$ cat config.mk
export PLATFORM = sky130hd
export DESIGN_NAME = sliding_window_mean_median
export DESIGN_NICKNAME = d
export VERILOG_FILES = /design/src/rtl/swmm_pkg.sv /design/src/rtl/swmm_front.sv /design/src/rtl/swmm_queue.sv /design/src/rtl/swmm_back.sv /design/src/rtl/sliding_window_mean_median.sv
export VERILOG_INCLUDE_DIRS = /design/src /design/src/rtl
export SDC_FILE = /design/constraint.sdc
export NUM_CORES = 1
export LEC_CHECK = 0
export ABC_AREA = 0
export BUFFER_PORTS_ARGS = -buffer_cell sky130_fd_sc_hd__buf_4
export CAP_MARGIN = 30
export CORE_MARGIN = 3
export CORE_UTILIZATION = 52
export CTS_BUF_LIST = sky130_fd_sc_hd__clkbuf_4 sky130_fd_sc_hd__clkbuf_8
export DETAILED_ROUTE_END_ITERATION = 7
export GPL_TIMING_DRIVEN = 0
export PLACE_DENSITY_LB_ADDON = 0.05
export SYNTH_ARGS = -nofsm -noshare
export SYNTH_HDL_FRONTEND = slang
export SYNTH_SLANG_ARGS = --single-unit
export TNS_END_PERCENT = 10
$ cat constraint.sdc
create_clock -name clock -period 10.3 [get_ports clock]
set_input_delay 2.06 -clock clock [delete_from_list [all_inputs] [get_ports clock]]
set_output_delay 2.06 -clock clock [all_outputs]
set_load 0.05 [all_outputs]
$ cat src/rtl/sliding_window_mean_median_assert.svh
// ---------------------------------------------------------------------------
// Assertion macros for the sliding window mean/median block
// Same-cycle and next-cycle implication checks, clocked and reset-gated.
// ---------------------------------------------------------------------------
`ifndef SLIDING_WINDOW_MEAN_MEDIAN_ASSERT_SVH
`define SLIDING_WINDOW_MEAN_MEDIAN_ASSERT_SVH

// same-cycle implication
`define SWMM_ASSERT_IMPLY(label, clk, rst, ante, cons, msg) \
   label: assert property (@(posedge clk) disable iff (rst) (ante) |-> (cons)) \
      else $error(msg);

// next-cycle implication
`define SWMM_ASSERT_NEXT(label, clk, rst, ante, cons, msg) \
   label: assert property (@(posedge clk) disable iff (rst) (ante) |=> (cons)) \
      else $error(msg);

`endif

$ cat src/rtl/swmm_pkg.sv
// ---------------------------------------------------------------------------
// swmm_pkg
// Shared constants and types for the sliding window mean/median block.
// ---------------------------------------------------------------------------
`default_nettype none

package swmm_pkg;

   // window geometry
   localparam int WINDOW      = 10;
   localparam int SAMPLE_W    = 16;
   localparam int HELD_W      = 4;
   localparam int CNT_W       = $clog2(WINDOW + 1);
   localparam int IDX_W       = $clog2(WINDOW);

   // running sum and the shared step counter of the back end
   localparam int SUM_W       = SAMPLE_W + $clog2(WINDOW);
   localparam int STEPS       = (WINDOW > SUM_W) ? WINDOW : SUM_W;
   localparam int STEP_W      = $clog2(STEPS);

   // command queue between front and back
   localparam int QUEUE_DEPTH = 2;
   localparam int QUEUE_AW    = $clog2(QUEUE_DEPTH);
   localparam int QUEUE_CW    = $clog2(QUEUE_DEPTH + 1);

   // one classified request
   typedef struct packed {
      logic [SAMPLE_W-1:0] latency_sample;
      logic                replace;   // window full, oldest sample drops out
      logic [CNT_W-1:0]    held;      // samples held after this request
   } swmm_cmd_type;

   // queue status seen by both sides
   typedef struct packed {
      logic full;
      logic empty;
   } swmm_qstat_type;

endpackage

`default_nettype wire

$ cat src/rtl/swmm_front.sv
// ---------------------------------------------------------------------------
// swmm_front
// Accepts requests, tracks the fill level and tags each as fill or replace.
// ---------------------------------------------------------------------------
`default_nettype none

module swmm_front import swmm_pkg::*; (
   input  wire logic                clock,
   input  wire logic                reset,
   input  wire logic                req_valid,
   input  wire logic [SAMPLE_W-1:0] req_latency_sample,
   output logic                     req_stall,
   input  wire swmm_qstat_type      qstat,
   output logic                     push,
   output swmm_cmd_type             push_cmd
);

   logic [CNT_W-1:0] fill_ff;
   logic [CNT_W-1:0] fill_in;
   logic             full_win;

   // stall only on a full queue
   assign req_stall = qstat.full;
   assign push      = req_valid && !qstat.full;
   assign full_win  = (fill_ff == CNT_W'(WINDOW));

   // classify the request
   always_comb begin
      push_cmd.latency_sample = req_latency_sample;
      push_cmd.replace        = full_win;
      push_cmd.held           = full_win ? fill_ff : fill_ff + CNT_W'(1);
      fill_in                 = fill_ff;
      if (push && !full_win) begin
         fill_in = fill_ff + CNT_W'(1);
      end
   end

   always_ff @(posedge clock) begin
      if (reset) begin
         fill_ff <= '0;
      end else begin
         fill_ff <= fill_in;
      end
   end

endmodule

`default_nettype wire

$ cat src/rtl/swmm_queue.sv
// ---------------------------------------------------------------------------
// swmm_queue
// Short FIFO of classified requests between the front and back ends.
// ---------------------------------------------------------------------------
`default_nettype none

module swmm_queue import swmm_pkg::*; (
   input  wire logic          clock,
   input  wire logic          reset,
   input  wire logic          push,
   input  wire swmm_cmd_type  push_cmd,
   input  wire logic          pop,
   output swmm_cmd_type       pop_cmd,
   output swmm_qstat_type     qstat
);

   swmm_cmd_type        mem_ff [QUEUE_DEPTH];
   logic [QUEUE_AW-1:0] wr_ptr_ff;
   logic [QUEUE_AW-1:0] wr_ptr_in;
   logic [QUEUE_AW-1:0] rd_ptr_ff;
   logic [QUEUE_AW-1:0] rd_ptr_in;
   logic [QUEUE_CW-1:0] count_ff;
   logic [QUEUE_CW-1:0] count_in;

   assign pop_cmd     = mem_ff[rd_ptr_ff];
   assign qstat.full  = (count_ff == QUEUE_CW'(QUEUE_DEPTH));
   assign qstat.empty = (count_ff == '0);

   // pointer and level update
   always_comb begin
      wr_ptr_in = push ? wr_ptr_ff + QUEUE_AW'(1) : wr_ptr_ff;
      rd_ptr_in = pop  ? rd_ptr_ff + QUEUE_AW'(1) : rd_ptr_ff;
      count_in  = count_ff;
      if (push && !pop) begin
         count_in = count_ff + QUEUE_CW'(1);
      end else if (pop && !push) begin
         count_in = count_ff - QUEUE_CW'(1);
      end
   end

   always_ff @(posedge clock) begin
      if (reset) begin
         wr_ptr_ff <= '0;
         rd_ptr_ff <= '0;
         count_ff  <= '0;
      end else begin
         wr_ptr_ff <= wr_ptr_in;
         rd_ptr_ff <= rd_ptr_in;
         count_ff  <= count_in;
      end
   end

   // entry storage
   always_ff @(posedge clock) begin
      if (push) begin
         mem_ff[wr_ptr_ff] <= push_cmd;
      end
   end

endmodule

`default_nettype wire

$ cat src/rtl/swmm_back.sv
// ---------------------------------------------------------------------------
// swmm_back
// Window store, running sum, serial divider and transposition sorter.
// ---------------------------------------------------------------------------
`default_nettype none

module swmm_back import swmm_pkg::*; (
   input  wire logic                clock,
   input  wire logic                reset,
   input  wire swmm_qstat_type      qstat,
   input  wire swmm_cmd_type        pop_cmd,
   output logic                     pop,
   output logic                     rsp_valid,
   input  wire logic                rsp_stall,
   output logic [SAMPLE_W-1:0]      rsp_mean_latency,
   output logic [SAMPLE_W-1:0]      rsp_median_latency,
   output logic [HELD_W-1:0]        rsp_samples_held
);

   typedef enum logic [2:0] {
      ST_IDLE,
      ST_RUN,
      ST_MED_LO,
      ST_MED_HI,
      ST_DONE
   } state_type;

   state_type           state_ff;
   state_type           state_in;
   logic [SUM_W-1:0]    sum_ff;
   logic [SUM_W-1:0]    sum_in;
   logic [CNT_W-1:0]    n_ff;
   logic [CNT_W-1:0]    n_in;
   logic [STEP_W-1:0]   step_ff;
   logic [STEP_W-1:0]   step_in;
   logic [SUM_W-1:0]    quot_ff;
   logic [SUM_W-1:0]    quot_in;
   logic [CNT_W-1:0]    rem_ff;
   logic [CNT_W-1:0]    rem_in;
   logic [SAMPLE_W-1:0] med_a_ff;
   logic [SAMPLE_W-1:0] med_a_in;
   logic [SAMPLE_W-1:0] med_ff;
   logic [SAMPLE_W-1:0] med_in;
   logic                rsp_valid_ff;
   logic                rsp_valid_in;
   logic [SAMPLE_W-1:0] rsp_mean_ff;
   logic [SAMPLE_W-1:0] rsp_mean_in;
   logic [SAMPLE_W-1:0] rsp_median_ff;
   logic [SAMPLE_W-1:0] rsp_median_in;
   logic [HELD_W-1:0]   rsp_held_ff;
   logic [HELD_W-1:0]   rsp_held_in;

   logic [SAMPLE_W-1:0] win_ff  [WINDOW];
   logic [SAMPLE_W-1:0] win_in  [WINDOW];
   logic [SAMPLE_W-1:0] sort_ff [WINDOW];
   logic [SAMPLE_W-1:0] sort_in [WINDOW];

   logic [SUM_W-1:0]    drop;
   logic [CNT_W:0]      trial;
   logic                div_active;
   logic [CNT_W-1:0]    lo_pos;
   logic [CNT_W-1:0]    hi_pos;
   logic [IDX_W-1:0]    rd_idx;
   logic [SAMPLE_W-1:0] rd_data;
   logic [SAMPLE_W:0]   mid_sum;

   assign pop                = (state_ff == ST_IDLE) && !qstat.empty;
   assign rsp_valid          = rsp_valid_ff;
   assign rsp_mean_latency   = rsp_mean_ff;
   assign rsp_median_latency = rsp_median_ff;
   assign rsp_samples_held   = rsp_held_ff;

   // running sum: add new sample, drop the oldest once the window is full
   assign drop   = pop_cmd.replace ? SUM_W'(win_ff[WINDOW-1]) : '0;

   // divider step, one quotient bit per cycle
   assign trial      = {rem_ff, quot_ff[SUM_W-1]};
   assign div_active = ({1'b0, step_ff} < (STEP_W+1)'(SUM_W));

   // middle pair positions; equal for an odd count
   assign lo_pos  = (n_ff - CNT_W'(1)) >> 1;
   assign hi_pos  = n_ff >> 1;
   assign rd_idx  = (state_ff == ST_MED_LO) ? lo_pos[IDX_W-1:0] : hi_pos[IDX_W-1:0];
   assign rd_data = sort_ff[rd_idx];
   assign mid_sum = {1'b0, med_a_ff} + {1'b0, rd_data};

   // next-state and datapath control
   always_comb begin
      state_in      = state_ff;
      sum_in        = sum_ff;
      n_in          = n_ff;
      step_in       = step_ff;
      quot_in       = quot_ff;
      rem_in        = rem_ff;
      med_a_in      = med_a_ff;
      med_in        = med_ff;
      rsp_valid_in  = rsp_valid_ff && rsp_stall;
      rsp_mean_in   = rsp_mean_ff;
      rsp_median_in = rsp_median_ff;
      rsp_held_in   = rsp_held_ff;
      win_in        = win_ff;
      sort_in       = sort_ff;

      unique case (state_ff)
         ST_IDLE: begin
            if (pop) begin
               sum_in     = sum_ff + SUM_W'(pop_cmd.latency_sample) - drop;
               n_in       = pop_cmd.held;
               win_in[0]  = pop_cmd.latency_sample;
               sort_in[0] = pop_cmd.latency_sample;
               for (int i = 1; i < WINDOW; i++) begin
                  win_in[i]  = win_ff[i-1];
                  sort_in[i] = win_ff[i-1];
               end
               quot_in  = sum_ff + SUM_W'(pop_cmd.latency_sample) - drop;
               rem_in   = '0;
               step_in  = '0;
               state_in = ST_RUN;
            end
         end

         ST_RUN: begin
            // odd-even transposition pass over the held entries
            for (int i = 0; i < WINDOW - 1; i++) begin
               if ((1'(i) == step_ff[0]) && (CNT_W'(i + 1) < n_ff) &&
                   (sort_ff[i] > sort_ff[i+1])) begin
                  sort_in[i]   = sort_ff[i+1];
                  sort_in[i+1] = sort_ff[i];
               end
            end
            if (div_active) begin
               if (trial >= {1'b0, n_ff}) begin
                  rem_in  = CNT_W'(trial - {1'b0, n_ff});
                  quot_in = {quot_ff[SUM_W-2:0], 1'b1};
               end else begin
                  rem_in  = trial[CNT_W-1:0];
                  quot_in = {quot_ff[SUM_W-2:0], 1'b0};
               end
            end
            step_in = step_ff + STEP_W'(1);
            if (step_ff == STEP_W'(STEPS - 1)) begin
               state_in = ST_MED_LO;
            end
         end

         ST_MED_LO: begin
            med_a_in = rd_data;
            state_in = ST_MED_HI;
         end

         ST_MED_HI: begin
            med_in   = mid_sum[SAMPLE_W:1];
            state_in = ST_DONE;
         end

         ST_DONE: begin
            if (!rsp_valid_ff || !rsp_stall) begin
               rsp_valid_in  = 1'b1;
               rsp_mean_in   = quot_ff[SAMPLE_W-1:0];
               rsp_median_in = med_ff;
               rsp_held_in   = HELD_W'(n_ff);
               state_in      = ST_IDLE;
            end
         end

         default: begin
            state_in = ST_IDLE;
         end
      endcase
   end

   // control state and registered outputs
   always_ff @(posedge clock) begin
      if (reset) begin
         state_ff     <= ST_IDLE;
         sum_ff       <= '0;
         n_ff         <= '0;
         step_ff      <= '0;
         rsp_valid_ff <= 1'b0;
      end else begin
         state_ff     <= state_in;
         sum_ff       <= sum_in;
         n_ff         <= n_in;
         step_ff      <= step_in;
         rsp_valid_ff <= rsp_valid_in;
      end
      rsp_mean_ff   <= rsp_mean_in;
      rsp_median_ff <= rsp_median_in;
      rsp_held_ff   <= rsp_held_in;
   end

   // payload: window, sorter lanes, divider and median registers
   always_ff @(posedge clock) begin
      win_ff   <= win_in;
      sort_ff  <= sort_in;
      quot_ff  <= quot_in;
      rem_ff   <= rem_in;
      med_a_ff <= med_a_in;
      med_ff   <= med_in;
   end

endmodule

`default_nettype wire

$ cat src/rtl/sliding_window_mean_median.sv
// An accepted request waits in the queue until the back end is idle; the back end
// handles one request at a time: load, its step counter (SUM_W = 20 divider steps,
// which also cover the 10 sort passes), median read and result on rsp_valid.
// Reset clears the fill level, running sum, queue and output valid;
// the sample window itself is not cleared and needs no sweep.
// ---------------------------------------------------------------------------
// sliding_window_mean_median
// Mean and median over the most recent latency samples, one result per request.
// ---------------------------------------------------------------------------
`default_nettype none

`include "sliding_window_mean_median_assert.svh"

module sliding_window_mean_median import swmm_pkg::*; (
   input  wire logic                clock,
   input  wire logic                reset,
   input  wire logic                req_valid,
   output logic                     req_stall,
   input  wire logic [SAMPLE_W-1:0] req_latency_sample,
   output logic                     rsp_valid,
   input  wire logic                rsp_stall,
   output logic [SAMPLE_W-1:0]      rsp_mean_latency,
   output logic [SAMPLE_W-1:0]      rsp_median_latency,
   output logic [HELD_W-1:0]        rsp_samples_held
);

   swmm_qstat_type qstat;
   swmm_cmd_type   push_cmd;
   swmm_cmd_type   pop_cmd;
   logic           push;
   logic           pop;

   // front end: accept and classify
   swmm_front u_front (
      .clock              (clock),
      .reset              (reset),
      .req_valid          (req_valid),
      .req_latency_sample (req_latency_sample),
      .req_stall          (req_stall),
      .qstat              (qstat),
      .push               (push),
      .push_cmd           (push_cmd)
   );

   // decoupling queue
   swmm_queue u_queue (
      .clock    (clock),
      .reset    (reset),
      .push     (push),
      .push_cmd (push_cmd),
      .pop      (pop),
      .pop_cmd  (pop_cmd),
      .qstat    (qstat)
   );

   // back end: window update, sort and divide
   swmm_back u_back (
      .clock              (clock),
      .reset              (reset),
      .qstat              (qstat),
      .pop_cmd            (pop_cmd),
      .pop                (pop),
      .rsp_valid          (rsp_valid),
      .rsp_stall          (rsp_stall),
      .rsp_mean_latency   (rsp_mean_latency),
      .rsp_median_latency (rsp_median_latency),
      .rsp_samples_held   (rsp_samples_held)
   );

   // checks
   `SWMM_ASSERT_IMPLY(a_push_not_full, clock, reset, push, !qstat.full, "push into full queue")
   `SWMM_ASSERT_IMPLY(a_pop_not_empty, clock, reset, pop, !qstat.empty, "pop from empty queue")
   `SWMM_ASSERT_IMPLY(a_held_range, clock, reset, push,
      (push_cmd.held != '0) && (push_cmd.held <= CNT_W'(WINDOW)), "held count out of range")
   `SWMM_ASSERT_NEXT(a_one_at_a_time, clock, reset, pop, !pop, "back end popped while busy")

endmodule

`default_nettype wire
* Yosys cells after proc, flatten, opt, wreduce, memory -nomap -nowiden
Memories as Yosys holds them, arrays and structs flattened. A register that Yosys moved wholly into a read port is not among the register bits.
Cells that the tools add are included.
** Operators by class
- Reduce and logical (&&, ||, !) cells :: 51
- Bitwise logic cells :: 2
- Eq/ne operators :: 21
- $lt $le $gt $ge :: 21
- Multiplexer cells :: 40
- $add $sub $neg :: 11
** Operator list (number)
- 32-bit two-way mux :: 10
- 160-bit one-hot mux with 2 select lines :: 1
- 160-bit two-way mux :: 1
- 16-bit > comparator :: 9
- 16-bit binary-select mux with 4-bit select :: 1
- 16-bit two-way mux :: 3
- 20-bit two-way mux :: 2
- 20-bit one-hot mux with 2 select lines :: 1
- 3-bit AND reduction :: 12
- 1-bit logical AND :: 24
- 3-bit by 1-bit != test with 1-bit output, second input constant :: 8
- 20-bit by 16-bit adder with 20-bit output :: 1
- 20-bit subtractor :: 1
- 16-bit by 16-bit adder with 17-bit output :: 1
- 3-bit by 4-bit less-than comparator with 1-bit output, first input constant :: 4
- 4-bit two-way mux :: 4
- 3-bit one-hot mux with 5 select lines :: 1
- 3-bit two-way mux :: 4
- 2-bit by 1-bit != test with 1-bit output, second input constant :: 5
- 5-bit one-hot mux with 2 select lines :: 1
- 2-bit by 4-bit less-than comparator with 1-bit output, first input constant :: 2
- 4-bit less-than comparator, first input constant :: 2
- 4-bit one-hot mux with 2 select lines :: 1
- 1-bit logical NOT :: 7
- other kinds (28) :: 40
** Word-level totals
- Output and inout bits :: 38
- Word-level logic and storage cells :: 183
- Input port bits :: 20
- Memories kept :: 1
- Flip-flop bits (word level) :: 453
- Bits in writable memories :: 42
** Memories
- u_queue.mem_ff :: words 2, bits a word 21, rd ports 1, clocked after memory_dff 1, wr ports 1, line swmm_queue.sv:17 : swmm_cmd_type mem_ff [QUEUE_DEPTH];

* Longest topological paths before layout
- Depth in word-level cells :: 14
- Mapped depth :: 20
- Depth with buffers taken out :: 17

* Cells and area by module
A second synthesis with hierarchy kept.
** Second synthesis, totals
- Cells, all modules :: 2141
- Area total of the unflattened synthesis :: 26238.9 sq um
** Modules (own cells, without submodules)
- swmm_back :: cells an instance 2005, area each 24140.7 sq um, sequential area each 13032.5 sq um, instances 1
- swmm_queue :: cells an instance 87, area each 1715.4 sq um, sequential area each 1361.3 sq um, instances 1
- swmm_front :: cells an instance 49, area each 382.9 sq um, sequential area each 80.1 sq um, instances 1

* Worst setup path after synthesis
OpenSTA, ideal clock, no wires.
- Path type :: register to register
- From :: register u_back.state_ff[2]
- To :: register u_back.win_ff[0] (netlist name), enable pin
- Cell stages (with the launch flop) :: 5
- Clock period less this slack :: 6.391 ns
- Arrival :: 5.804 ns
- Buffers on the path :: 2
- Slack :: 3.909 ns
- Library setup time :: 0.587 ns
- Data required time :: 9.713 ns
- Path through :: dfxtp_1 > or4_1 > inv_1 > clkbuf_1 > clkbuf_1
** Between the ends
- Word-level cells in the longest chain between the ends :: 3
** Ends and longest elaborated chain
- from (decl) :: line swmm_back.sv:28 : state_type state_ff;
- from (signal assigned) :: line swmm_back.sv:181 : state_ff <= state_in;
- 3-bit logical NOT :: line swmm_back.sv:67 : assign pop = (state_ff == ST_IDLE) && !qstat.empty;
- 1-bit logical AND :: line swmm_back.sv:67
- net pop :: line sliding_window_mean_median.sv:31 : logic pop;
- 2-bit AND reduction (no source line)
- to (signal assigned) :: line swmm_back.sv:194 : win_ff <= win_in;
- to (decl) :: line swmm_back.sv:53 : logic [SAMPLE_W-1:0] win_ff [WINDOW];
The timed path passes the listed nets, and every way through them passes these cells.
A chain may end at the register's enable or synchronous reset.

* Worst setup path in the final report
- From :: register u_back.n_ff[1]
- To :: register u_back.med_ff[15], data pin
** Between the ends
- Word-level cells in the longest chain between the ends :: 7
** Ends and longest elaborated chain
- from (decl) :: line swmm_back.sv:32 : logic [CNT_W-1:0] n_ff;
- from (signal assigned) :: line swmm_back.sv:183 : n_ff <= n_in;
- 4-bit by 1-bit subtractor with 4-bit output :: line swmm_back.sv:81 : assign lo_pos = (n_ff - CNT_W'(1)) >> 1;
- 3-bit two-way mux (*) :: line swmm_back.sv:83 : assign rd_idx = (state_ff == ST_MED_LO) ? lo_pos[IDX_W-1:0] : hi_pos[IDX_W-1:0];
- 4-bit inverter with 5-bit output (not written as such) (*) :: line swmm_back.sv:84 : assign rd_data = sort_ff[rd_idx];
- 16-bit binary-select mux with 4-bit select (*) :: line swmm_back.sv:84
- 16-bit two-way mux (not written as such) (*) (2 in a row) :: line swmm_back.sv:84
- net u_back.rd_data[4] :: line swmm_back.sv:64 : logic [SAMPLE_W-1:0] rd_data;
- 16-bit by 16-bit adder with 17-bit output (*) :: line swmm_back.sv:85 : assign mid_sum = {1'b0, med_a_ff} + {1'b0, rd_data};
- net u_back.mid_sum[16] :: line swmm_back.sv:65 : logic [SAMPLE_W:0] mid_sum;
- to (signal assigned) :: line swmm_back.sv:199 : med_ff <= med_in;
- to (decl) :: line swmm_back.sv:42 : logic [SAMPLE_W-1:0] med_ff;
Mark *: on every way through the listed nets, which the timed path passes. The rest lies on a longest branch. The select of a mux whose other input is x is not followed.

==> results.cfg <==
[status]
status = complete, no violations

[placed_design]
gp_congestion = 1.07
hpwlAfterDp_um = 65100
io_buffers = 56

[critical_path]
cp_max_fo = 10
worst-setup-path-type = register to register
cp-end-kind = register
r2r_slack_ns = 4.73
rr_endpoint = u_back.med_ff[15]$_DFFE_PP_
required_ns = 10.69
arrival_ns = 5.96
r2r-start = u_back.n_ff[1]$_SDFFE_PP0P_
startpoint_type = register
r2r_cells = 16

[routing]
viasPerCell = 6.09
routed_wl_um = 84100
avgRoutedWirePerCell_um = 25.8
drt_iter0_drc = 2335
first_pass_iters = 5
drc = 0
ant_nets = 0
vias = 19900

[logic_synthesis]
avgSynthCellArea_sq_um = 11.1
synth-edff-count = 454
synth_warnings = 0
ys_seq_elements = 496
synth_cells = 2373
synthesis.area_sq_mm = 0.0263
yosysUniqueCellTypes = 81
synth_ff_type = edfxtp_1
syn-num-nets = 2601
synthArstFlopShare_pct = 0
ys_seq_area_share_pct = 55.1

[worst_hold_path]
worstHoldPathCells = 0
hold-path-endpoint = u_back.rsp_median_latency[11]$_DFFE_PP_
hold_path_class = register to register
hold_start = u_back.med_ff[11]$_DFFE_PP_

[global_routing]
grtUsageTotal_pct = 31.4
grt_pass1_wl_um = 123000
grt_pass1_vias = 19400
overflow = 0
antenna_found_initial = 1
grt_max_degree = 63

[sta]
rsz0062_at_grt = no
setup-tns-final_ns = 0
finalCritPeriodShare_pct = 54.1
skew_ns = 0.0377
worst_pin_slew_ns = 1.03
setup_viol = 0
hold_viol_final = 0
slew_headroom_pct = 29.6
fin_crit_ns = 5.57
maxSlewViolCount = 0
holdWs_ns = 0.408
fmax_mhz = 179

[cts]
clockBufferDepth = 3
cts_root_buf = clkbuf_8
cts_hold_buf = 0
h-tree-depth = 3
clk_latency_ns = 0.69
post_cts.repair.setup_buffers = 0
cts_sinks = 496
tritoncts = yes
post_cts_resized = 0
numCtsBuffers = 86
clk_pin_slew_ns = 0.06

[floorplanning]
chipHeight_um = 231
die-area_sq_mm = 0.0532
rows = 81
start_util_pct = 53.1
io_pins = 58
core_area_sq_mm = 0.0495
die_w_um = 231

[layout]
layout.area.seq_sq_mm = 0.0145
nFillCells = 4229
diodes = 0
drive_gt1_share_pct = 10.5
nets = 2765
area_growth_pct = 12.6
multiInputGateArea_sq_mm = 0.0104

[run]
max_cap_violations = 0
==> cells by family after synthesis <==
kind of cell	count (synthesis)	synth area share, %
multiplexers	43	2.48
AND/OR/NAND/NOR	653	11.3
flip-flops	496	55.1
adder cells (fa/ha/maj)	208	10.4
buffers and inverters	360	5.32
XOR/XNOR	41	1.45
AO/OA/AOI/OAI	572	13.9
==> sequential cells by signal, summed over array words and instances (netlist names), named ones only <==
register / flops
u_queue.mem_ff: 42
u_queue.rd_ptr_ff: 1
u_back.rsp_mean_latency: 16
u_back.sort_ff: 160
u_back.sum_ff: 20
u_back.rsp_samples_held: 4
u_queue.count_ff: 2
u_back.quot_ff: 20
u_queue.wr_ptr_ff: 1
u_back.med_ff: 16
u_back.rem_ff: 4
u_back.n_ff: 4
u_back.rsp_median_latency: 16
u_back.win_ff: 160
u_back.state_ff: 3
u_back.med_a_ff: 16
u_front.fill_ff: 4
u_back.rsp_valid: 1
u_back.step_ff: 5
==> placed cells by master (no fill, tap or decap), types with 5 or more instances in the layout <==
cell type / synthesis / layout
a211oi_1: 10 / 10
a21o_1: 38 / 38
a21oi_1: 158 / 154
a21oi_2: 2 / 5
a22oi_1: 16 / 16
a31oi_1: 52 / 50
a32oi_1: 15 / 15
and2_1: 21 / 21
buf_16: 0 / 5
buf_4: 1 / 65
buf_6: 5 / 7
clkbuf_1: 99 / 98
clkbuf_4: 0 / 26
clkbuf_8: 0 / 92
clkinv_1: 0 / 15
clkinv_2: 0 / 8
dfxtp_1: 42 / 42
edfxtp_1: 454 / 454
fa_1: 18 / 18
ha_1: 190 / 190
inv_1: 247 / 247
mux2i_1: 23 / 23
mux4_2: 17 / 17
nand2_1: 235 / 235
nand2b_1: 9 / 9
nand3_1: 63 / 63
nand4_1: 48 / 48
nor2_1: 186 / 184
nor2b_1: 36 / 36
nor3_1: 19 / 19
o211ai_1: 25 / 25
o21a_1: 42 / 42
o21ai_0: 122 / 122
o221ai_1: 32 / 32
o31ai_1: 23 / 23
or3_1: 7 / 7
xnor2_1: 27 / 27
xor2_1: 12 / 12
==> synthesized netlist by cell type, drive strengths merged, types with 17 or more instances <==
cell type / count / share of area (%)
o21a: 42 / 1.2
a21oi: 160 / 3.1
o221ai: 32 / 1.1
mux2i: 23 / 0.88
ha: 190 / 9.1
a31oi: 52 / 1.2
inv: 249 / 3.6
o31ai: 23 / 0.66
o211ai: 26 / 0.76
and2: 22 / 0.53
nor2: 187 / 2.7
edfxtp: 454 / 52
o21ai: 126 / 2.4
dfxtp: 42 / 3.2
clkbuf: 99 / 1.4
a21o: 38 / 1.1
xnor2: 28 / 0.96
nand3: 63 / 1.2
fa: 18 / 1.4
nor3: 19 / 0.36
nor2b: 36 / 0.86
nand2: 236 / 3.4
nand4: 48 / 1.1
mux4: 17 / 1.5
==> critical path: stages (launching register included) <==
cell	delay (ns)
dfxtp_1	0.62
inv_1	0.21
ha_1	0.33
and4bb_2	0.29
xnor2_2	0.60
clkbuf_1	0.54
mux4_2	0.45
inv_1	0.15
ha_1	0.29
a21oi_1	0.25
a21boi_0	0.16
o21a_1	0.20
o21ai_0	0.23
a21oi_1	0.15
o41ai_1	0.46
o21a_1	0.25
o21ai_0	0.11
==> worst max-delay path by stage <==
stage	from	to	slack (ns)	cells after the start
after floorplan	u_back.state_ff[2]$_SDFFE_PP0P_	u_back.win_ff[0]$_DFFE_PP_	3.91	4
after global placement	u_back.state_ff[2]$_SDFFE_PP0P_	u_back.win_ff[25]$_DFFE_PP_	1.01	4
after detailed placement	u_back.n_ff[2]$_SDFFE_PP0P_	u_back.med_ff[15]$_DFFE_PP_	4.85	19
after CTS	u_back.n_ff[2]$_SDFFE_PP0P_	u_back.med_ff[15]$_DFFE_PP_	4.80	18
after global routing	u_back.n_ff[2]$_SDFFE_PP0P_	u_back.med_ff[15]$_DFFE_PP_	4.44	18
final	u_back.n_ff[1]$_SDFFE_PP0P_	u_back.med_ff[15]$_DFFE_PP_	4.73	16
==> layout make-up <==
cell class | count | area share [%]
buffer | 111 | 1.57
clock buffer | 116 | 4.89
clock inverter | 33 | 0.851
inverter | 249 | 3.16
multi-input combinational | 1517 | 35.3
sequential | 496 | 49.0
tap | 664 | 2.81
timing repair buffer | 76 | 2.43
==> per-layer routing <==
layer	wire length, um	vias up	track usage [%]
met5	0	-	0
met4	4590	0	16.2
met3	7270	192	5.84
met2	36000	973	46.2
met1	36200	9720	44.8
li1	-	8980	-
==> through the flow <==
stage / worst slack, ns / instances / utilization, % / cell area [sq um]
floorplan: 3.91 / 2373 / - / 26300
global placement: 1.01 / 3093 / 55.6 / 27500
detailed placement: 4.85 / 3110 / 56.3 / 27800
CTS: 4.80 / 3259 / 59.7 / 29500
global route: 4.44 / 3262 / 59.8 / 29600
finish: 4.73 / 3262 / 59.8 / 29600
Power is left out: the tool's default activity adds up to more than one toggle a clock period on the data nets, which glitch-free logic cannot reach.
